--- config.mk ---
export PLATFORM = sky130hd
export DESIGN_NAME = mts_engine
export DESIGN_NICKNAME = d
export VERILOG_FILES = /design/src/max_tracking_stack_top_defines.svh /design/src/mts_pkg.sv /design/src/mts_engine.sv
export SDC_FILE = /design/constraint.sdc
export NUM_CORES = 1
export LEC_CHECK = 0
export BUFFER_PORTS_ARGS = -buffer_cell sky130_fd_sc_hd__buf_2
export CORE_ASPECT_RATIO = 1.5
export CORE_MARGIN = 4
export CORE_UTILIZATION = 54
export CTS_CLUSTER_DIAMETER = 40
export DETAILED_ROUTE_END_ITERATION = 12
export GPL_TIMING_DRIVEN = 0
export HOLD_SLACK_MARGIN = 0.05
export PLACE_DENSITY = 0.91
export SYNTH_ARGS = -nofsm -noshare
export SYNTH_HDL_FRONTEND = slang
export SYNTH_SLANG_ARGS = --single-unit
--- constraint.sdc ---
create_clock -name i_clk -period 9.3 [get_ports i_clk]
set_clock_uncertainty 0.15 [all_clocks]
set_input_delay 0.93 -clock i_clk [delete_from_list [all_inputs] [get_ports i_clk]]
set_output_delay 0.93 -clock i_clk [all_outputs]
set_load 0.03 [all_outputs]
--- src/max_tracking_stack_top_defines.svh ---
// Assertion macros used by the top level of the max-tracking stack RTL.
`ifndef MAX_TRACKING_STACK_TOP_DEFINES_SVH
`define MAX_TRACKING_STACK_TOP_DEFINES_SVH

`ifndef SYNTHESIS

// Checks a condition at every clock edge outside reset.
`define MTS_ASSERT(lbl, cond, msg) \
    lbl: assert property (@(posedge i_clk) disable iff (!i_rst_n) (cond)) \
        else $error(msg);

// Checks that a consequent holds whenever an antecedent holds.
`define MTS_ASSERT_IMPL(lbl, ante, cons, msg) \
    lbl: assert property (@(posedge i_clk) disable iff (!i_rst_n) (ante) |-> (cons)) \
        else $error(msg);

`else

`define MTS_ASSERT(lbl, cond, msg)
`define MTS_ASSERT_IMPL(lbl, ante, cons, msg)

`endif

`endif

--- src/mts_pkg.sv ---
// Types and constants of the max-tracking stack.
package mts_pkg;

    // Number of entries the stack can hold.
    localparam int STACK_DEPTH = 1024;

    // Width of a stored value, of the depth field and of an entry address.
    localparam int DATA_WIDTH = 32;
    localparam int DEPTH_W    = $clog2(STACK_DEPTH + 1);
    localparam int ADDR_W     = $clog2(STACK_DEPTH);

    // Maximum reported while the stack is empty.
    localparam logic signed [DATA_WIDTH-1:0] MAX_EMPTY = '1;

    // Operation codes.
    localparam logic FUNC_PUSH = 1'b0;
    localparam logic FUNC_POP  = 1'b1;

    // Error codes.
    typedef enum logic [1:0] {
        ERR_OK        = 2'd0,
        ERR_UNDERFLOW = 2'd1,
        ERR_OVERFLOW  = 2'd2
    } t_err;

    // One input transaction.
    typedef struct packed {
        logic                         func;
        logic signed [DATA_WIDTH-1:0] push_value;
    } t_item;

    // One result transaction.
    typedef struct packed {
        logic signed [DATA_WIDTH-1:0] popped_value;
        logic signed [DATA_WIDTH-1:0] top_value;
        logic signed [DATA_WIDTH-1:0] max_value;
        logic                         is_empty;
        logic [DEPTH_W-1:0]           depth_used;
        t_err                         error_code;
    } t_result;

    // One stack entry as held in memory.
    typedef struct packed {
        logic                         raised;
        logic signed [DATA_WIDTH-1:0] saved_max;
        logic signed [DATA_WIDTH-1:0] value;
    } t_entry;

endpackage

--- src/mts_engine.sv ---
// Stack engine: top entry and maximum in registers, lower entries in RAM.
module mts_engine (
    input  logic                       i_clk,
    input  logic                       i_rst_n,
    input  logic                       i_valid,
    output logic                       o_stall,
    input  mts_pkg::t_item             i_item,
    output logic                       o_res_valid,
    input  logic                       i_res_stall,
    output mts_pkg::t_result           o_res,
    output logic                       o_mem_we,
    output logic [mts_pkg::ADDR_W-1:0] o_mem_waddr,
    output mts_pkg::t_entry            o_mem_wdata,
    output logic [mts_pkg::ADDR_W-1:0] o_mem_raddr,
    input  mts_pkg::t_entry            i_mem_rdata
);

    import mts_pkg::*;

    localparam int CNT_W = $clog2(STACK_DEPTH + 1);
    localparam int AW    = $clog2(STACK_DEPTH);
    localparam logic [CNT_W-1:0] DEPTH_CNT = CNT_W'(STACK_DEPTH);

    typedef enum logic [0:0] {
        S_RUN,
        S_FILL
    } t_state;

    t_state                       r_state, n_state;
    logic [CNT_W-1:0]             r_count, n_count;
    logic signed [DATA_WIDTH-1:0] r_max, n_max;
    logic signed [DATA_WIDTH-1:0] r_top_val, n_top_val;
    logic signed [DATA_WIDTH-1:0] r_top_saved, n_top_saved;
    logic                         r_top_raised, n_top_raised;
    t_result                      r_res, n_res;
    logic                         r_res_vld, n_res_vld;

    logic                         accept;
    logic                         cnt_zero;
    logic                         cnt_one;
    logic                         cnt_full;
    logic                         raise;
    logic signed [DATA_WIDTH-1:0] restored_max;
    logic [CNT_W-1:0]             cnt_inc;
    logic [CNT_W-1:0]             cnt_dec;

    // Input is held off while the new top is fetched or the result slot is blocked.
    assign o_stall = (r_state == S_FILL) || (r_res_vld && i_res_stall);
    assign accept  = i_valid && !o_stall;

    // Decode of the current stack state.
    always_comb begin
        cnt_zero     = (r_count == '0);
        cnt_one      = (r_count == CNT_W'(1));
        cnt_full     = (r_count == DEPTH_CNT);
        cnt_inc      = r_count + CNT_W'(1);
        cnt_dec      = r_count - CNT_W'(1);
        raise        = cnt_zero || (i_item.push_value > r_max);
        restored_max = r_top_raised ? r_top_saved : r_max;
    end

    // The old top goes to memory on a push; the entry beneath it is read for a pop.
    assign o_mem_waddr = AW'(r_count - CNT_W'(1));
    assign o_mem_raddr = AW'(r_count - CNT_W'(2));
    assign o_mem_wdata = '{raised: r_top_raised, saved_max: r_top_saved, value: r_top_val};

    // Next-state logic for the stack and the result slot.
    always_comb begin
        n_state      = r_state;
        n_count      = r_count;
        n_max        = r_max;
        n_top_val    = r_top_val;
        n_top_saved  = r_top_saved;
        n_top_raised = r_top_raised;
        n_res        = r_res;
        n_res_vld    = r_res_vld && i_res_stall;
        o_mem_we     = 1'b0;

        if (r_state == S_FILL) begin
            // The entry beneath the popped one becomes the top.
            n_top_val       = i_mem_rdata.value;
            n_top_saved     = i_mem_rdata.saved_max;
            n_top_raised    = i_mem_rdata.raised;
            n_res.top_value = i_mem_rdata.value;
            n_res_vld       = 1'b1;
            n_state         = S_RUN;
        end else if (accept) begin
            n_res_vld = 1'b1;
            if (i_item.func == FUNC_PUSH) begin
                if (cnt_full) begin
                    n_res.popped_value = '0;
                    n_res.top_value    = r_top_val;
                    n_res.max_value    = r_max;
                    n_res.is_empty     = 1'b0;
                    n_res.depth_used   = DEPTH_W'(r_count);
                    n_res.error_code   = ERR_OVERFLOW;
                end else begin
                    o_mem_we     = !cnt_zero;
                    n_top_val    = i_item.push_value;
                    n_top_raised = raise;
                    n_top_saved  = raise ? (cnt_zero ? MAX_EMPTY : r_max) : '0;
                    n_max        = raise ? i_item.push_value : r_max;
                    n_count      = cnt_inc;
                    n_res.popped_value = '0;
                    n_res.top_value    = i_item.push_value;
                    n_res.max_value    = raise ? i_item.push_value : r_max;
                    n_res.is_empty     = 1'b0;
                    n_res.depth_used   = DEPTH_W'(cnt_inc);
                    n_res.error_code   = ERR_OK;
                end
            end else begin
                if (cnt_zero) begin
                    n_res.popped_value = '0;
                    n_res.top_value    = '0;
                    n_res.max_value    = MAX_EMPTY;
                    n_res.is_empty     = 1'b1;
                    n_res.depth_used   = '0;
                    n_res.error_code   = ERR_UNDERFLOW;
                end else if (cnt_one) begin
                    n_count = '0;
                    n_max   = restored_max;
                    n_res.popped_value = r_top_val;
                    n_res.top_value    = '0;
                    n_res.max_value    = MAX_EMPTY;
                    n_res.is_empty     = 1'b1;
                    n_res.depth_used   = '0;
                    n_res.error_code   = ERR_OK;
                end else begin
                    // New top arrives from memory next cycle.
                    n_count   = cnt_dec;
                    n_max     = restored_max;
                    n_state   = S_FILL;
                    n_res_vld = 1'b0;
                    n_res.popped_value = r_top_val;
                    n_res.top_value    = '0;
                    n_res.max_value    = restored_max;
                    n_res.is_empty     = 1'b0;
                    n_res.depth_used   = DEPTH_W'(cnt_dec);
                    n_res.error_code   = ERR_OK;
                end
            end
        end
    end

    // State and result registers.
    always_ff @(posedge i_clk) begin
        if (!i_rst_n) begin
            r_state   <= S_RUN;
            r_count   <= '0;
            r_max     <= MAX_EMPTY;
            r_res_vld <= 1'b0;
        end else begin
            r_state   <= n_state;
            r_count   <= n_count;
            r_max     <= n_max;
            r_res_vld <= n_res_vld;
        end
        r_top_val    <= n_top_val;
        r_top_saved  <= n_top_saved;
        r_top_raised <= n_top_raised;
        r_res        <= n_res;
    end

    assign o_res_valid = r_res_vld;
    assign o_res       = r_res;

endmodule

* Yosys cells after proc, flatten, opt, wreduce, memory -nomap -nowiden
Index checks and enable logic that the tools add are counted.
** Storage, ports and cells
- Register bits after elaboration :: 220
- Output and inout bits :: 198
- Word-level logic and storage cells :: 78
** Operators by class
- Add/sub/neg operators :: 3
- Order comparisons :: 1
- Equality and inequality tests :: 6
- Multiplexer cells :: 39
- Bitwise logic cells :: 4
- Reductions and logical operators :: 12
** Operators by type and width (count)
- two-way mux 32 bit :: 16
- two-way mux 110 bit :: 2
- two-way mux 78 bit :: 2
- two-way mux 46 bit :: 1
- two-way mux 11 bit :: 4
- greater-than comparator 32 bit :: 1
- two-way mux 1 bit :: 14
- adder 11 x 1 -> 11 bit (second input constant) :: 1
- equality test 11 x 1 -> 1 bit (second input constant) :: 1
- equality test 11 bit (second input constant) :: 1
- logical NOT 11 bit :: 1
- subtractor 11 x 1 -> 11 bit (second input constant) :: 1
- subtractor 10 x 2 -> 10 bit (second input constant) :: 1
- inequality test 2 bit (second input constant) :: 3
- OR reduction 5 bit :: 1
- NOT 1 bit :: 4
- AND reduction 4 bit :: 1
- AND reduction 3 bit :: 1
- logical AND 1 bit :: 2
- logical NOT 1 bit :: 2
- logical OR 1 bit :: 2
- inequality test 2 x 1 -> 1 bit (second input constant) :: 1
- AND reduction 2 bit :: 1
- nonzero test 2 bit :: 1

* Depth between registers and ports, before layout
- Depth after elaboration :: 7
- Depth in mapped cells :: 11
- Depth with buffers taken out :: 9

* Least setup slack after synthesis
OpenSTA, ideal clock, no wires.
- Path kind :: input to register
- From :: input i_res_stall
- To :: register r_top_raised, enable pin
- Arrival :: 6.505 ns
- Required time :: 8.648 ns
- Setup slack :: 2.143 ns
- Cell stages on the path :: 6
- Cell sequence :: a21oi_1 > nand2_1 > inv_1 > nand2b_1 > clkbuf_1 > o21bai_1
** On the way
- Word-level cells in the longest chain between the ends :: 6
** Ends and longest elaborated chain
- start: declaration :: RTL line mts_engine.sv:9 : input logic i_res_stall,
- logical AND 1 bit :: RTL line mts_engine.sv:48 : assign o_stall = (r_state == S_FILL) || (r_res_vld && i_res_stall);
- logical OR 1 bit :: RTL line mts_engine.sv:48
- logical NOT 1 bit :: RTL line mts_engine.sv:49 : assign accept = i_valid && !o_stall;
- logical AND 1 bit :: RTL line mts_engine.sv:49
- nonzero test 2 bit (no source line)
- AND reduction 3 bit (no source line)
- end signal: assignment :: RTL line mts_engine.sv:160 : r_top_raised <= n_top_raised;
- end: declaration :: RTL line mts_engine.sv:34 : logic r_top_raised, n_top_raised;
Every way passes these cells.
A chain may end at the register's enable or synchronous reset.

* Worst setup path in the final report
- From :: register r_state
- To :: output o_mem_we
** On the way
- Word-level cells in the longest chain between the ends :: 5
** Ends and longest elaborated chain
- start: declaration :: RTL line mts_engine.sv:29 : t_state r_state, n_state;
- start signal: assignment :: RTL line mts_engine.sv:153 : r_state <= n_state;
- logical OR 1 bit :: RTL line mts_engine.sv:48
- logical NOT 1 bit :: RTL line mts_engine.sv:49
- logical AND 1 bit :: RTL line mts_engine.sv:49
- two-way mux 1 bit :: RTL line mts_engine.sv:87 : end else if (accept) begin
- two-way mux 1 bit * :: RTL line mts_engine.sv:79 : if (r_state == S_FILL) begin
- end: declaration :: RTL line mts_engine.sv:11 : output logic o_mem_we,
Mark *: on every way between the ends. The rest lies on a longest branch, timed or not.

==> reports/summary.md <==
Across the run, the number of max-cap violations was 0. For the net count of the mapped netlist, the log shows 1252. During placement, the flow inserted port buffers numbering 297. The run gives 0.424 ns as the final hold slack. The number of top-level pins came out at 300. For the maximum level of the CTS H-tree, the log shows 1. In this run the clock root is driven by a sky130_fd_sc_hd__clkbuf_16. The run gives 1111 as the post-synthesis cell count. The finished layout holds 1730 standard cells, fillers aside. STA classifies the critical path startpoint as a register.

The largest buffer count on any clock path was 3. The smallest clock period supported by the final layout is computed as 3.99 ns. The die span in x is 127 µm.

Setup repair after global routing left no endpoint under its margin. By area the synthesized netlist is led by sky130_fd_sc_hd__edfxtp_1 46%, sky130_fd_sc_hd__dfxtp_1 7.9%, sky130_fd_sc_hd__nand2_1 6.1%, sky130_fd_sc_hd__mux2i_1 5.6%, sky130_fd_sc_hd__o21ai_0 5.1%. Post-synthesis instance area: 11400 µm².

The highest cell delay on the worst timing path is 0.49 ns. Headroom to the max-slew limit came out at 38.4%. The post-placement setup slack was 5.12 ns; the detailed-route wire length was 37.9 mm. The endpoint kind of the worst setup timing path is an output pin. Synthesis inferred 220 register bits.

The run gives 54.5% as the initial cell density of the core. The run gives 1680 as the number of cells in the design after placement. After the last flow step, the layout net total stands at 1579.

The floorplan step defined a core boundary enclosing 21000 µm². Timing would allow up to 0.251 GHz. TritonCTS built the clock tree. The ratio of total power to cell area is 284 nW/µm², and the initial antenna violation count is 4.

The floorplan step set the die height to 186 µm. The tools report the number of global-route vias before repair as 10317. Cts-stage hold buffer count: 0. The final max-slew violation count is 0, and the hold path depth is 1. In the global route stage, overall resource usage came out at 30.7%.

In this run the worst path has a maximum fanout of 29. During synthesis, Yosys emitted a total of 0 warnings. For this block, the via count after detailed routing is 10400. The wire length of the first global-routing pass came out at 56.7 mm.

The fraction of final layout cells with drive strength greater than 1 was 25.8%; the layout filler cell count was 1582. In this run, the number of DRC markers left after iteration 0 of detailed routing was 1000. The post-synthesis area per instance works out to 10.3 µm². In this run, synthesis inferred 175 flip-flops with an integrated enable. Summed over all failing endpoints, the final setup total negative slack is 0 ns. Slack of the worst reg-to-reg path: 5.54 ns.

The signal on the critical path passes through a21oi_1 -> nand2_1 -> inv_4 -> nand2b_1 -> nor2_1 -> buf_2. The synthesized design spends more area on one cell type than any other, namely sky130_fd_sc_hd__edfxtp_1. Counting distinct cell types in the post-synthesis netlist gives 54. The first detailed-routing pass ran for 8 iterations. The total congestion overflow was 0; the number of endpoints with negative hold slack in the final report was 0. The slowest stage of the critical path is the sky130_fd_sc_hd__dfxtp_1 cell. Setup violations remaining at the end of the flow were counted as 0.

Clock-pin slew was measured on the worst setup and hold paths at 0.07 ns. The cell depth of the worst flop-to-flop path works out to 9. For this run, the register share of the synthesized area comes to 53.8%.

The average routed wire per standard cell was 21.9 µm; the number of resized instances in the post-cts repair step was 0. Dividing the final minimum period by the clock period gives 42.9%. Clock latency on the worst-skew pair, taken at its later pin, is 0.52 ns. The flow ran to the end, and the final reports show no timing, DRC or antenna violations. After detailed routing, the number of remaining DRC violations is 0. After synthesis, the share of flip-flops with an asynchronous set or reset is 0%. Post-CTS timing repair inserted 0 buffers for setup. Setup slack closes at 5.31 ns. The remaining antenna violation count after routing was 0. Among all flip-flop cells after synthesis, the most frequent one is sky130_fd_sc_hd__edfxtp_1. The worst hold path class is register to register.

The via density per instance was 6.01. Buffers inserted during clock tree synthesis total 24. The clock sink total was 220. For this design the static power due to leakage is 6.35 nW. The synthesized design devotes to its leading area cell type 45.9% of total area. At the worst endpoint, the arrival time is 2.91 ns. Data on the critical path is required at its endpoint by 8.22 ns. After floorplanning, the core was divided into 65 placement rows.

Across the VDD grid, the largest voltage drop is 256 µV. Slew at the pin closest to its max-slew limit: 0.923 ns. The run gives 23600 µm² as the area of the die.

The critical path class was register to output pin. Entering global routing, the biggest net connects 55 pins. The area added between synthesis and finish was 24.7%.

Power comes to 4.05 mW. At the end of routability-driven placement, the weighted congestion stood at 0.905. After legalization and detailed placement, the total HPWL measured 26.9 mm.
==> where the power goes <==
group          switching (mW)  total, mW  internal, mW
registers               0.119       1.44          1.33
clock network           0.407       1.05         0.639
logic                    1.07       1.56         0.490
==> flip-flops by register name (all words and copies together), names as in the netlist <==
register / cells
r_max: 32
r_top_val: 32
r_top_saved: 32
r_top_raised: 1
o_res_valid: 1
r_count: 11
o_res: 110
r_state: 1
==> cell type report <==
class / count / area [µm²] / area share [%]
inverters: 77 / 292 / 2.04
plain buffers: 86 / 397 / 2.78
well taps: 268 / 335 / 2.35
diodes: 6 / 15.0 / 0.105
repair buffers: 301 / 1580 / 11.1
clock buffers: 31 / 688 / 4.82
multi-input cells: 728 / 4610 / 32.3
clock inverters: 13 / 189 / 1.32
flip-flops and latches: 220 / 6160 / 43.2
==> cell usage after synthesis (all sizes together) (5+ instances only) <==
cell type	n
xnor2	10
nor2	20
nand2b	9
xor2	15
a22oi	33
nand2	187
o21ai	117
clkbuf	56
nor3	5
inv	77
nand4	11
a221o	32
nand3	10
a21o	6
buf	30
edfxtp	175
a21oi	87
ha	39
mux2i	64
dfxtp	45
and3	39
==> stage by stage <==
| stage | util (%) | area [µm²] |
|---|---|---|
| floorplan | - | 11400 |
| global placement | 63.2 | 13300 |
| detailed placement | 63.7 | 13400 |
| CTS | 67.9 | 14200 |
| global route | 68.0 | 14300 |
| finish | 68.0 | 14300 |
==> cell usage in the layout (no fill, tap or decap), types with 3 or more instances in the layout <==
cell type / n
sky130_fd_sc_hd__edfxtp_1: 175
sky130_fd_sc_hd__nor2_1: 20
sky130_fd_sc_hd__buf_4: 8
sky130_fd_sc_hd__ha_1: 39
sky130_fd_sc_hd__and3_1: 39
sky130_fd_sc_hd__clkbuf_8: 4
sky130_fd_sc_hd__clkbuf_1: 58
sky130_fd_sc_hd__nand3_1: 10
sky130_fd_sc_hd__a221o_1: 32
sky130_fd_sc_hd__nand4_1: 10
sky130_fd_sc_hd__nor3_1: 5
sky130_fd_sc_hd__clkinvlp_4: 3
sky130_fd_sc_hd__o21ai_0: 117
sky130_fd_sc_hd__xnor2_1: 10
sky130_fd_sc_hd__dfxtp_1: 45
sky130_fd_sc_hd__buf_6: 4
sky130_fd_sc_hd__bufinv_16: 4
sky130_fd_sc_hd__diode_2: 6
sky130_fd_sc_hd__buf_2: 308
sky130_fd_sc_hd__a21oi_1: 86
sky130_fd_sc_hd__nand2b_1: 8
sky130_fd_sc_hd__nand2_1: 187
sky130_fd_sc_hd__inv_1: 76
sky130_fd_sc_hd__a21o_1: 5
sky130_fd_sc_hd__xor2_1: 15
sky130_fd_sc_hd__clkbuf_16: 25
sky130_fd_sc_hd__o21a_1: 4
sky130_fd_sc_hd__mux2i_1: 64
sky130_fd_sc_hd__buf_1: 7
sky130_fd_sc_hd__nor2b_1: 3
sky130_fd_sc_hd__a21boi_0: 3
sky130_fd_sc_hd__o211ai_1: 4
sky130_fd_sc_hd__a22oi_1: 33
==> final timing paths <==
kind	from	endpoint
worst max-delay path	r_state	o_mem_we
worst min-delay path	r_max[13]	r_max[13]
worst max register to register	r_count[0]	o_res[30]
worst min register to register	r_max[13]	r_max[13]
==> layer usage <==
metal	global-route usage (%)	vias up	share of wire, %
met2	55.4	675	52
met5	0	-	0
met1	35.7	4924	34
met3	4.40	126	9.1
li1	-	4675	-
met4	15.5	0	5.4
==> critical path: cells and delay by family, from the launching register on <==
family	cells	cell delay (ns)
and+or+nand+nor	3	0.97
buffers and inverters	2	0.66
DFF	1	0.49
AOI/OAI and AO/OA	1	0.25
==> kinds of logic after synthesis <==
family,Yosys count,share of synthesized area (%)
AND/OR/NAND/NOR,294,11.7
multiplexers,64,5.60
adder cells (fa/ha/maj),39,4.27
XOR/XNOR,25,1.91
buffers and inverters,163,5.99
flip-flops,220,53.8
AO/OA/AOI/OAI,306,16.7
(Power assumes the default switching activity.)
