--- src/max_tracking_stack_top_defines.svh ---
// Assertion macros used by the top level of the max-tracking stack RTL.
`ifndef MAX_TRACKING_STACK_TOP_DEFINES_SVH
`define MAX_TRACKING_STACK_TOP_DEFINES_SVH

`ifndef SYNTHESIS

// Checks a condition at every clock edge outside reset.
`define MTS_ASSERT(lbl, cond, msg) \
    lbl: assert property (@(posedge i_clk) disable iff (!i_rst_n) (cond)) \
        else $error(msg);

// Checks that a consequent holds whenever an antecedent holds.
`define MTS_ASSERT_IMPL(lbl, ante, cons, msg) \
    lbl: assert property (@(posedge i_clk) disable iff (!i_rst_n) (ante) |-> (cons)) \
        else $error(msg);

`else

`define MTS_ASSERT(lbl, cond, msg)
`define MTS_ASSERT_IMPL(lbl, ante, cons, msg)

`endif

`endif

--- src/mts_ram.sv ---
// Generic simple dual-port RAM with a registered read port.
module mts_ram #(
    parameter int WIDTH = 8,
    parameter int DEPTH = 16
) (
    input  logic                     i_clk,
    input  logic                     i_we,
    input  logic [$clog2(DEPTH)-1:0] i_waddr,
    input  logic [WIDTH-1:0]         i_wdata,
    input  logic [$clog2(DEPTH)-1:0] i_raddr,
    output logic [WIDTH-1:0]         o_rdata
);

    logic [WIDTH-1:0] r_mem [DEPTH];
    logic [WIDTH-1:0] r_rdata;

    // One write and one registered read per cycle.
    always_ff @(posedge i_clk) begin
        if (i_we) begin
            r_mem[i_waddr] <= i_wdata;
        end
        r_rdata <= r_mem[i_raddr];
    end

    assign o_rdata = r_rdata;

endmodule

--- config.mk ---
export PLATFORM = sky130hd
export DESIGN_NAME = mts_ram
export DESIGN_NICKNAME = d
export VERILOG_FILES = /design/src/max_tracking_stack_top_defines.svh /design/src/mts_ram.sv
export SDC_FILE = /design/constraint.sdc
export NUM_CORES = 1
export LEC_CHECK = 0
export BUFFER_PORTS_ARGS = -buffer_cell sky130_fd_sc_hd__buf_2
export CAP_MARGIN = 15
export CORE_MARGIN = 4
export CORE_UTILIZATION = 45
export DETAILED_ROUTE_END_ITERATION = 10
export GPL_ROUTABILITY_DRIVEN = 0
export GPL_TIMING_DRIVEN = 0
export PLACE_DENSITY = 0.71
export SETUP_SLACK_MARGIN = 0.3
export SLEW_MARGIN = 40
export SYNTH_ARGS = -nofsm -noshare
export SYNTH_HDL_FRONTEND = slang
export SYNTH_SLANG_ARGS = --single-unit
--- constraint.sdc ---
create_clock -name i_clk -period 4.7 [get_ports i_clk]
set_input_delay 0.235 -clock i_clk [delete_from_list [all_inputs] [get_ports i_clk]]
set_output_delay 0.235 -clock i_clk [all_outputs]
set_load 0.01 [all_outputs]
**Word-level counts from Yosys, hierarchy flattened**

Memories as Yosys holds them, arrays and structs flattened. A register that Yosys moved wholly into a read port is not among the register bits.
Cells that the tools add are included.

- Latch bits: 0
- Memory bits (writable): 128
- Word-level logic and storage cells: 3
- Memories: 1
- ROM bits: 0
- Bits in registers: 0

- Shift operators: 0
- Multiplexer cells: 2
- $mul: 0
- $add $sub $neg: 0
- Div/mod/pow operators: 0
- Reductions and logical operators: 0
- Eq/ne operators: 0
- Order comparisons: 0
- Bitwise logic cells: 0

Memory list:

| memory | words | width | rd ports | clocked after Yosys merged registers in | write ports | RTL line | text |
|---|---|---|---|---|---|---|---|
| r_mem | 16 | 8 | 1 | 1 | 1 | mts_ram.sv:14 | `logic [WIDTH-1:0] r_mem [DEPTH];` |

Operator list:

| cell | count |
|---|---|
| 1-bit two-way mux | 2 |

**Longest topological paths before layout**

Gate-level depths: netlist of run 1.

- Depth in word-level cells: 2
- Gate-level depth with buffers: 5
- Gate-level depth less buffers: 3

**Worst setup path before layout of run 1**

Ideal clock, no wire load.

- Path type: in2reg
- From: input i_waddr[2]
- To: memory r_mem[0][0] (enable)
- Arrival: 1345 ps
- Stages: 2
- Setup time: 383 ps
- Setup slack: 2972 ps
- Path buffers: 0
- Data required time: 4317 ps
- Path through: or3b_2 > nor3_1

RTL lines:

| element | RTL line | text |
|---|---|---|
| from (decl) | mts_ram.sv:8 | `input logic [$clog2(DEPTH)-1:0] i_waddr,` |
| to (decl) | mts_ram.sv:14 |  |

No word-level cell before the write port.

**Final worst setup path of run 1**

- From: input i_waddr[2]
- To: memory r_mem[1][0] (enable)

No word-level cell before the write port.

==> results.md, run 1 <==
* Status: finished, final reports clean
* R2R setup slack at 3.28 ns
* Antenna Nets Post-Route at 0
* Rel. slew slack at 47.8%
* Nets at 290
* Pre-CTS setup slack at 2.77 ns
* CP Launch Type: input port
* Largest vdd supply drop at 0.000292 V
* Initial Util at 46.7%
* RSZ-0062 raised after global routing: false
* Cts repair resizes at 0
* Detailed Place HPWL at 6.10 mm
* 1st-pass router iterations at 5
* Static leakage at 2.06 nW
* Kind of critical path: in2reg
* Critical path peak fanout at 8
* Overall Power at 0.00295 W
* Number of max-cap violations at 0
* Slowest cell delay on critical path at 0.61 ns
* Cell Area, Placed at 5460 µm²
* Global-route wire length before repair at 15.0 mm
* Final hold violation count at 0
* Fillers at 809
* Die Area at 13200 µm²
* Commonest non-fill, non-tap cell in the layout: edfxtp_1
* CTS Hold Bufs at 0
* DR vias/cell at 5.62
* Starting DRT DRC Count at 177
* Core footprint at 11000 µm²
* Clock root buffer: clkbuf_16
* Chip Height at 115 µm
* Site Rows at 38
* Worst hold stages at 1
* Synthesized cell area at 5150 µm²
* Fin Setup TNS at 0 ns
* Final Cell Area at 6130 µm²
* Initial antenna violation count at 0
* Slew Limit Fails at 0
* Crit path max-delay cell type: nor2_1
* Max Clock Freq at 0.683 GHz
* Remaining DRCs at 0
* Post-CTS Setup Bufs at 0
* H-tree Lvls at 4
* CP endpoint kind: flop
* HP Class: in2reg
* Cells after synthesis at 229
* Reg clk slew, reported paths at 0.06 ns
* I/O Buffers at 24
* Largest net degree at the start of global routing at 17
* Fin Hold WS at 0.219 ns
* FF+latch count, synth at 136
* Ratio of cells with drive above 1 in the final layout at 32.3%
* Worst r2r path cells at 3
* Grt total ovfl at 0
* Layout area overhead at 19.1%
* Clk sinks at 136
* Clk buf depth at 2
* Hold_sp: i_wdata[6]
* Vias in the first global route at 2459
* Vias post-DR at 2388
* DR WL/cell at 22.9 µm
* Chip Width at 115 µm
* Crit path DAT at 1.50 ns
* CP required at 4.74 ns
* # diodes at 0
* GRT Overall Usage at 16.4%
* Number of CTS-inserted buffers at 17
* Net Count, Synth at 247
* Library cells used by synthesis at 19
* Ports at 26
* Fin crit period at 1.46 ns
* Crit share post-route at 31.1%
* Pwr/cell area at 482 nW/µm²
* Worst reg2reg startpoint: r_mem[10][4]
* Syn_area_per_cell at 22.5 µm²
* Crit path cell chain: buf_2 -> or3b_2 -> nor2_1
* R2r endpoint: o_rdata[4]
* Hold path endpoint: r_mem[4][6]
* Most frequent cells in the layout: edfxtp_1 (128), buf_2 (27), mux4_2 (18), clkbuf_16 (17), a22oi_1 (16)
* Final setup skew at 0.00817 ns
* Worst slew pin tran at 0.781 ns
* YS warnings at 0
* Worst skew pair latency at 0.42 ns
* TritonCTS clock tree: built
* Final wirelength at 9.75 mm
* Register area share after synthesis at 77.8%
* Final worst slack at 3.24 ns
* Final setup fails at 0
power by group:
group,total (W),internal (W),switching (W)
clock network,0.00146,0.000972,0.000485
registers,0.00136,0.00136,0.00000611
logic,0.000132,0.0000542,0.0000778
worst max-delay path: cells and delay by family:
family	cells	cell delay [ns]
buffers and inverters	1	0.12
and+or+nand+nor	2	1.14
layout make-up:
cell class	count	area, µm²	share of cell area (%)
clock buffer	21	460	7.51
sequential	136	4000	65.3
clock inverter	11	194	3.16
tap	140	175	2.86
timing repair buffer	24	120	1.96
buffer	10	86.3	1.41
multi-input combinational	83	1090	17.8
how the worst max path moves through the flow:
| stage | from | depth (start not counted) | end |
|---|---|---|---|
| global route | i_waddr[2] | 3 | r_mem[1][7] |
| floorplan | i_waddr[2] | 2 | r_mem[0][0] |
| CTS | i_waddr[2] | 3 | r_mem[3][7] |
| global placement | i_waddr[2] | 3 | r_mem[0][7] |
| finish | i_waddr[2] | 3 | r_mem[1][0] |
| detailed placement | i_waddr[2] | 3 | r_mem[3][7] |
sequential cells by signal, summed over array words and instances (netlist names):
register  cells
o_rdata       8
r_mem       128
per-layer routing:
layer | routed length [µm] | GRT usage (%) | share of wire, % | up-vias
li1 | - | - | - | 1067
met1 | 4100 | 22.3 | 42 | 1236
met2 | 4850 | 25.2 | 50 | 76
met3 | 695 | 5.11 | 7.1 | 9
met4 | 102 | 5.95 | 1.0 | 0
met5 | 0 | 0 | 0 | -
Yosys cell counts:
library cell     count  area [µm²]
mux4_2              18         405
nor3_1               4        20.0
nor2b_1              1        6.26
dfxtp_1              8         160
buf_4                1        7.51
nand2_1              9        33.8
edfxtp_1           128        3840
or3b_2               1        8.76
nand3b_1             2        15.0
buf_2                3        15.0
buf_6                3        33.8
nor2_1              13        48.8
clkdlybuf4s25_2      3        30.0
a22oi_1             16         120
mux4_1              14         368
nand3_1              1        5.00
nand2b_1             2        12.5
and2b_1              1        7.51
and2_1               1        6.26
kinds of logic after synthesis:
group	count (synthesis)	synth area share (%)
flip-flops	136	77.8
multiplexers	32	15.0
buffers and inverters	10	1.68
AND/OR/NAND/NOR	35	3.18
AO/OA/AOI/OAI	16	2.33
metrics by stage:
stage / cells / util, %
5_1_grt: 425 / 55.6
2_1_floorplan: 229 / -
3_3_place_gp: 393 / 49.3
6_report: 425 / 55.6
3_5_place_dp: 393 / 49.5
4_1_cts: 425 / 55.5
Power figures use the tool's default switching activity.
==> inputs of run 2 (changes only) <==
- ABC_AREA: unset -> 1
- PLACE_DENSITY: 0.71 -> 0.7
- clock period: 4.7 -> 1.51 ns (I/O delays scaled with it)
==> results.md, run 2 <==
* Number of CTS-inserted buffers at 17 (unchanged)
* Post-synth EDFFs at 128 (unchanged)
* H-tree Lvls at 4 (unchanged)
* Slowest cell delay on critical path at 0.68 ns (+0.07 ns)
* Initial Util at 45.9% (-0.78 points)
* CP required at 1.55 ns (-3.19 ns)
* Ports at 26 (unchanged)
* Syn_area_per_cell at 10.5 µm² (-53%)
* # diodes at 0 (unchanged)
* YS warnings at 0 (unchanged)
* Worst r2r path cells at 6 (+3)
* Post-synthesis xor/xnor area fraction at 0% (unchanged)
* Site Rows at 41 (+7.9%)
* Cell Area, Placed at 6100 µm² (+12%)
* Final setup skew at 0.00544 ns (-0.00272 ns)
* Max Clock Freq at 0.908 GHz
* Layout area overhead at 16.9%
* Complex-gate fraction of the synthesized area at 0% (-2.3 points)
* Overall Power at 0.00922 W (+210%)
* R2R setup slack at 0.50 ns (-2.78 ns)
* CP endpoint kind: flop
* Die Area at 14700 µm² (+11%)
* Clock root buffer: clkbuf_16
* Register area share after synthesis at 69.4% (-8.4 points)
* Core footprint at 12600 µm² (+14%)
* Final worst slack at 0.409 ns (-2.83 ns)
* Chip Width at 121 µm (+5.4%)
* CTS Hold Bufs at 0 (unchanged)
* Vias post-DR at 3963 (+66%)
* Static leakage at 2.90 nW (+41%)
* DR vias/cell at 5.10 (-9.2%)
* Net Count, Synth at 569 (+130%)
* Crit share post-route at 72.9%
* Worst reg2reg startpoint: r_mem[8][1]
* Post-Layout Cell Count at 777 (+83%)
* Post-Synth Simple-Gate Area at 21.0% (+18 points)
* Pre-CTS setup slack at -0.0882 ns (-2.86 ns)
* Largest net degree at the start of global routing at 17 (unchanged)
* CP bufs+invs at 1 (unchanged)
* Slew Limit Fails at 0 (unchanged)
* Kind of critical path: in2reg
* Crit-path leading delay family: simple AND/OR/NAND/NOR gates
* Number of placed cells counting well taps at 745 (+90%)
* FF+latch count, synth at 136 (unchanged)
* Yosys top cell area share at 66.7% (-8.0 points)
* Largest family of logic cells by synthesized area: simple AND/OR/NAND/NOR gates
* Cts repair resizes at 0 (unchanged)
* Async SR Flop Fraction at 0% (unchanged)
* 1st-pass router iterations at 7 (+2)
* HP Class: in2reg
* CP Launch Type: input port
* DR WL/cell at 17.8 µm (-23%)
* Library cells used by synthesis at 12 (-7)
* Hold path endpoint: r_mem[8][2]
* Synth Area in Adders at 0% (unchanged)
* Fin crit period at 1.10 ns
* Cells after synthesis at 551 (+140%)
* Clk buf depth at 2 (unchanged)
* Final setup fails at 0 (unchanged)
* Worst slew pin tran at 0.832 ns (+0.0511 ns)
* Global-route wire length before repair at 21.2 mm (+41%)
* Reg clk slew, reported paths at 0.06 ns (about the same)
* Hold_sp: i_wdata[2]
* Vias in the first global route at 3745 (+52%)
* Final hold violation count at 0 (unchanged)
* Rel. slew slack at 44.4% (-3.4 points)
* Antenna Nets Post-Route at 0 (unchanged)
* Worst skew pair latency at 0.42 ns (about the same)
* Post-synth top cells: nand2_1 (173), edfxtp_1 (128), inv_1 (100), nand3_1 (97), nor2_1 (17)
* Mux cell area share after synthesis at 0% (-15 points)
* Grt total ovfl at 0 (unchanged)
* Worst hold stages at 1 (unchanged)
* Nets at 610 (+110%)
* Most common cell in the netlist: nand2_1
* Number of max-cap violations at 0 (unchanged)
* R2r endpoint: o_rdata[1]
* Remaining DRCs at 0 (unchanged)
* Fillers at 1071 (+32%)
* Critical path peak fanout at 8 (unchanged)
* Area leader, netlist: edfxtp_1
* Final Cell Area at 6740 µm² (+10%)
* Largest vdd supply drop at 0.000795 V (+170%)
* Crit path cell chain: buf_2 -> nand3b_1 -> nor2_1
* TritonCTS clock tree: built
* Most frequent cells in the layout: nand2_1 (173), edfxtp_1 (128), inv_1 (100), nand3_1 (97), buf_2 (35)
* Pwr/cell area at 1370 nW/µm² (+180%)
* Worst path depth at 3 (unchanged)
* Final wirelength at 13.8 mm (+42%)
* Most flops, register: r_mem
* Number of flip-flops in the largest register at 128 (unchanged)
* Post-CTS Setup Bufs at 0 (unchanged)
* Starting DRT DRC Count at 363 (+110%)
* Synthesized cell area at 5770 µm² (+12%)
* Crit path DAT at 1.14 ns (-0.36 ns)
* GRT Overall Usage at 19.7% (+3.4 points)
* Commonest non-fill, non-tap cell in the layout: nand2_1
* RSZ-0062 raised after global routing: false
* Status: finished, final reports clean
* Post-synth top flop: edfxtp_1
* Initial antenna violation count at 0 (unchanged)
* Detailed Place HPWL at 8.86 mm (+45%)
* Clk sinks at 136 (unchanged)
* Ratio of cells with drive above 1 in the final layout at 13.6% (-19 points)
* Crit path max-delay cell type: nor2_1
* Top post-synthesis cells by area: edfxtp_1 (67%), nand2_1 (11%), nand3_1 (8.4%)
* Fin Hold WS at 0.0637 ns (-0.156 ns)
* Chip Height at 121 µm (+5.4%)
* I/O Buffers at 22 (-8.3%)
run 2: changes by cell type after synthesis, moves of 3 or more:
cell / delta
nor3_1: -4
buf_4: +3
buf_2: +10
clkdlybuf4s25_2: -3
buf_6: +3
a22oi_1: -16
nor2_1: +4
mux4_1: -14
inv_1: +100
mux4_2: -18
nand2_1: +164
nand3_1: +96
run 2: how the worst max path moves through the flow:
stage / from / to
floorplan: i_waddr[2] / r_mem[10][0]
global placement: i_waddr[3] / r_mem[7][1]
detailed placement: i_waddr[3] / r_mem[6][1]
CTS: i_waddr[3] / r_mem[6][0]
global route: i_waddr[2] / r_mem[9][4]
finish: i_waddr[3] / r_mem[4][7]
run 2: cells by family (layout without fill, tap and decap cells):
| logic type | after synthesis | in the layout |
|---|---|---|
| AND/OR/NAND/NOR | 289 | 289 |
| flip-flops | 136 | 136 |
| buffers and inverters | 126 | 180 |
run 2: final cells by class:
cell class                      count  area (µm²)  area share [%]
Sequential cell                   136        4000            59.4
Multi-Input combinational cell    289        1230            18.3
Clock buffer                       18         429            6.36
Inverter                          102         383            5.68
Tap cell                          172         215            3.19
Clock inverter                     14         205            3.04
Buffer                             24         166            2.47
Timing Repair Buffer               22         110            1.63
run 2: metal layers:
metal | wire (µm) | GRT usage, % | share of wire, %
met1 | 5840 | 27.3 | 42
met2 | 6450 | 30.4 | 47
met3 | 1150 | 4.34 | 8.3
met4 | 374 | 8.33 | 2.7
met5 | 0 | 0 | 0
run 2: per-stage QoR:
| step | TNS [ns] | util (%) |
|---|---|---|
| floorplan | 0 | - |
| global placement | -0.714 | 48.5 |
| detailed placement | -0.711 | 48.5 |
| CTS | 0 | 53.6 |
| global route | 0 | 53.7 |
| finish | 0 | 53.7 |
run 2: report_power, final:
group          internal [W]  switching, W  leakage [nW]
clock network       0.00291       0.00152         0.295
logic              0.000163      0.000393          1.39
registers           0.00422     0.0000212          1.22
total               0.00729       0.00193          2.90
==> inputs of run 3 (changes only) <==
- PLACE_DENSITY: 0.7 -> 0.73
- clock period: 1.51 -> 0.9 ns (I/O delays scaled with it)
==> results.md, run 3 (synthesis gave the netlist of run 2 again) <==
* Ratio of cells with drive above 1 in the final layout at 25.6% (+12 points)
* Largest net degree at the start of global routing at 17 (unchanged)
* Initial antenna violation count at 0 (unchanged)
* Chip Width at 121 µm (unchanged)
* Crit path cell chain: inv_1 -> nand2_1 -> nand3_1 -> nand3_1 -> nand3_2 -> nand2_1
* Violated checks: negative setup slack
* Worst skew pair latency at 0.41 ns (about the same)
* # diodes at 0 (unchanged)
* Kind of critical path: reg2reg
* Hold path endpoint: r_mem[7][2]
* Crit share post-route at 111%
* R2R setup slack at -0.1 ns (-0.60 ns)
* Status: finished with violations
* Overall Power at 0.0144 W (+57%)
* Critical path peak fanout at 1 (-7)
* Fin Setup TNS at -0.486 ns (-0.486 ns)
* Commonest non-fill, non-tap cell in the layout: nand2_1
* Final wirelength at 14.8 mm (+7.0%)
* R2r endpoint: o_rdata[2]
* Clock root buffer: clkbuf_16
* DR vias/cell at 5.13 (+0.54%)
* Number of flip-flops in the largest register at 128 (unchanged)
* Clk sinks at 136 (unchanged)
* Most flops, register: r_mem
* Layout area overhead at 26.7%
* Starting DRT DRC Count at 448 (+23%)
* Global-route wire length before repair at 22.5 mm (+6.3%)
* HP Class: in2reg
* H-tree Lvls at 4 (unchanged)
* Site Rows at 41 (unchanged)
* Worst reg2reg startpoint: r_mem[3][2]
* Slowest cell delay on critical path at 0.39 ns (-0.29 ns)
* Hold_sp: i_wdata[2]
* Clk buf depth at 2 (unchanged)
* Slew Limit Fails at 0 (unchanged)
* Worst r2r path cells at 6 (unchanged)
* Number of CTS-inserted buffers at 17 (unchanged)
* Most frequent cells in the layout: nand2_1 (157), edfxtp_1 (128), inv_1 (96), nand3_1 (68), buf_2 (31)
* RSZ-0062 raised after global routing: true
* Rel. slew slack at 61.5% (+17 points)
* Chip Height at 121 µm (unchanged)
* Vias post-DR at 4087 (+3.1%)
* Largest vdd supply drop at 0.00115 V (+45%)
* CP endpoint kind: flop
* Static leakage at 3.11 nW (+7.0%)
* Fin crit period at 0.997 ns
* Remaining DRCs at 0 (unchanged)
* Worst slew pin tran at 0.578 ns (-0.254 ns)
* GRT Overall Usage at 21.0% (+1.3 points)
* I/O Buffers at 22 (unchanged)
* Initial Util at 45.9% (unchanged)
* Detailed Place HPWL at 8.99 mm (+1.4%)
* Core footprint at 12600 µm² (unchanged)
* CP required at 1.19 ns (-0.36 ns)
* Nets at 630 (+3.3%)
* Worst hold stages at 1 (unchanged)
* Pwr/cell area at 1980 nW/µm² (+45%)
* Final setup fails at 8 (+8)
* Final worst slack at -0.0972 ns (-0.506 ns)
* Crit path max-delay cell type: edfxtp_1
* Vias in the first global route at 3947 (+5.4%)
* Ports at 26 (unchanged)
* CP Launch Type: flop
* Antenna Nets Post-Route at 0 (unchanged)
* Final setup skew at 0.00927 ns (+0.00383 ns)
* DR WL/cell at 18.5 µm (+4.3%)
* CP bufs+invs at 1 (unchanged)
* Number of max-cap violations at 0 (unchanged)
* TritonCTS clock tree: built
* Crit path DAT at 1.29 ns (+0.15 ns)
* Final hold violation count at 0 (unchanged)
* Crit-path leading delay family: simple AND/OR/NAND/NOR gates
* Max Clock Freq at 1.00 GHz
* Grt total ovfl at 0 (unchanged)
* 1st-pass router iterations at 6 (-1)
* Die Area at 14700 µm² (unchanged)
* CTS Hold Bufs at 0 (unchanged)
* Reg clk slew, reported paths at 0.06 ns (about the same)
-- run 3: changes by cell type in the layout (fill, tap and decap cells not counted), sizes merged --
cell	previous run	this run
buf	46	66
clkbuf	18	27
bufinv	5	0
clkinvlp	4	0
-- run 3: how the worst max path moves through the flow --
| stage | start | endpoint | slack (ns) | cells past startpoint |
|---|---|---|---|---|
| finish | r_mem[3][2] | o_rdata[2] | -0.1 | 6 |
| global route | r_mem[12][6] | o_rdata[6] | -0.13 | 6 |
| CTS | r_mem[3][2] | o_rdata[2] | -0.07 | 6 |
| detailed placement | i_waddr[3] | r_mem[7][1] | -0.50 | 3 |
| global placement | i_waddr[3] | r_mem[6][0] | -0.45 | 3 |
| floorplan | i_waddr[2] | r_mem[10][0] | -0.02 | 2 |
-- run 3: area by class of cell --
| class | instances | area, µm² |
|---|---|---|
| plain buffers | 24 | 166 |
| clock buffers | 27 | 503 |
| clock inverters | 5 | 25.0 |
| fillers | 958 | 5260 |
| inverters | 102 | 388 |
| multi-input cells | 289 | 1550 |
| flip-flops and latches | 136 | 4010 |
| well taps | 172 | 215 |
| repair buffers | 42 | 448 |
-- run 3: power by group --
group | switching [W] | total [W] | internal [W]
registers | 0.0000394 | 0.00713 | 0.00709
clock network | 0.00236 | 0.00615 | 0.00379
logic | 0.000780 | 0.00117 | 0.000391
total | 0.00318 | 0.0144 | 0.0113
-- run 3: metal layers --
layer / vias up / track usage [%] / share of wire [%] / routed length (µm)
li1: 1896 / - / - / -
met1: 1934 / 27.0 / 39 / 5730
met2: 229 / 35.3 / 50 / 7350
met3: 28 / 4.57 / 9.0 / 1330
met4: 0 / 7.70 / 2.4 / 361
met5: - / 0 / 0 / 0
-- run 3: metrics by stage --
step | cell area [µm²] | utilization, % | hold slack [ns] | std cells | worst slack (ns)
after global routing | 7300 | 58.1 | 0.0484 | 797 | -0.135
after floorplan | 5900 | - | 0.144 | 551 | -0.0186
after global placement | 6230 | 49.6 | 0.444 | 745 | -0.449
final | 7300 | 58.1 | 0.0411 | 797 | -0.0972
after detailed placement | 6230 | 49.6 | 0.440 | 745 | -0.497
after CTS | 7180 | 57.1 | 0.0245 | 797 | -0.0746
-- run 3: timing repair --
action                                  4_1_cts  5_1_grt
hold endpoints to repair                      0        0
endpoints found under the setup margin      109      136
resized for setup                            33       33
buffers inserted                             20        0
pin swaps                                    26       35
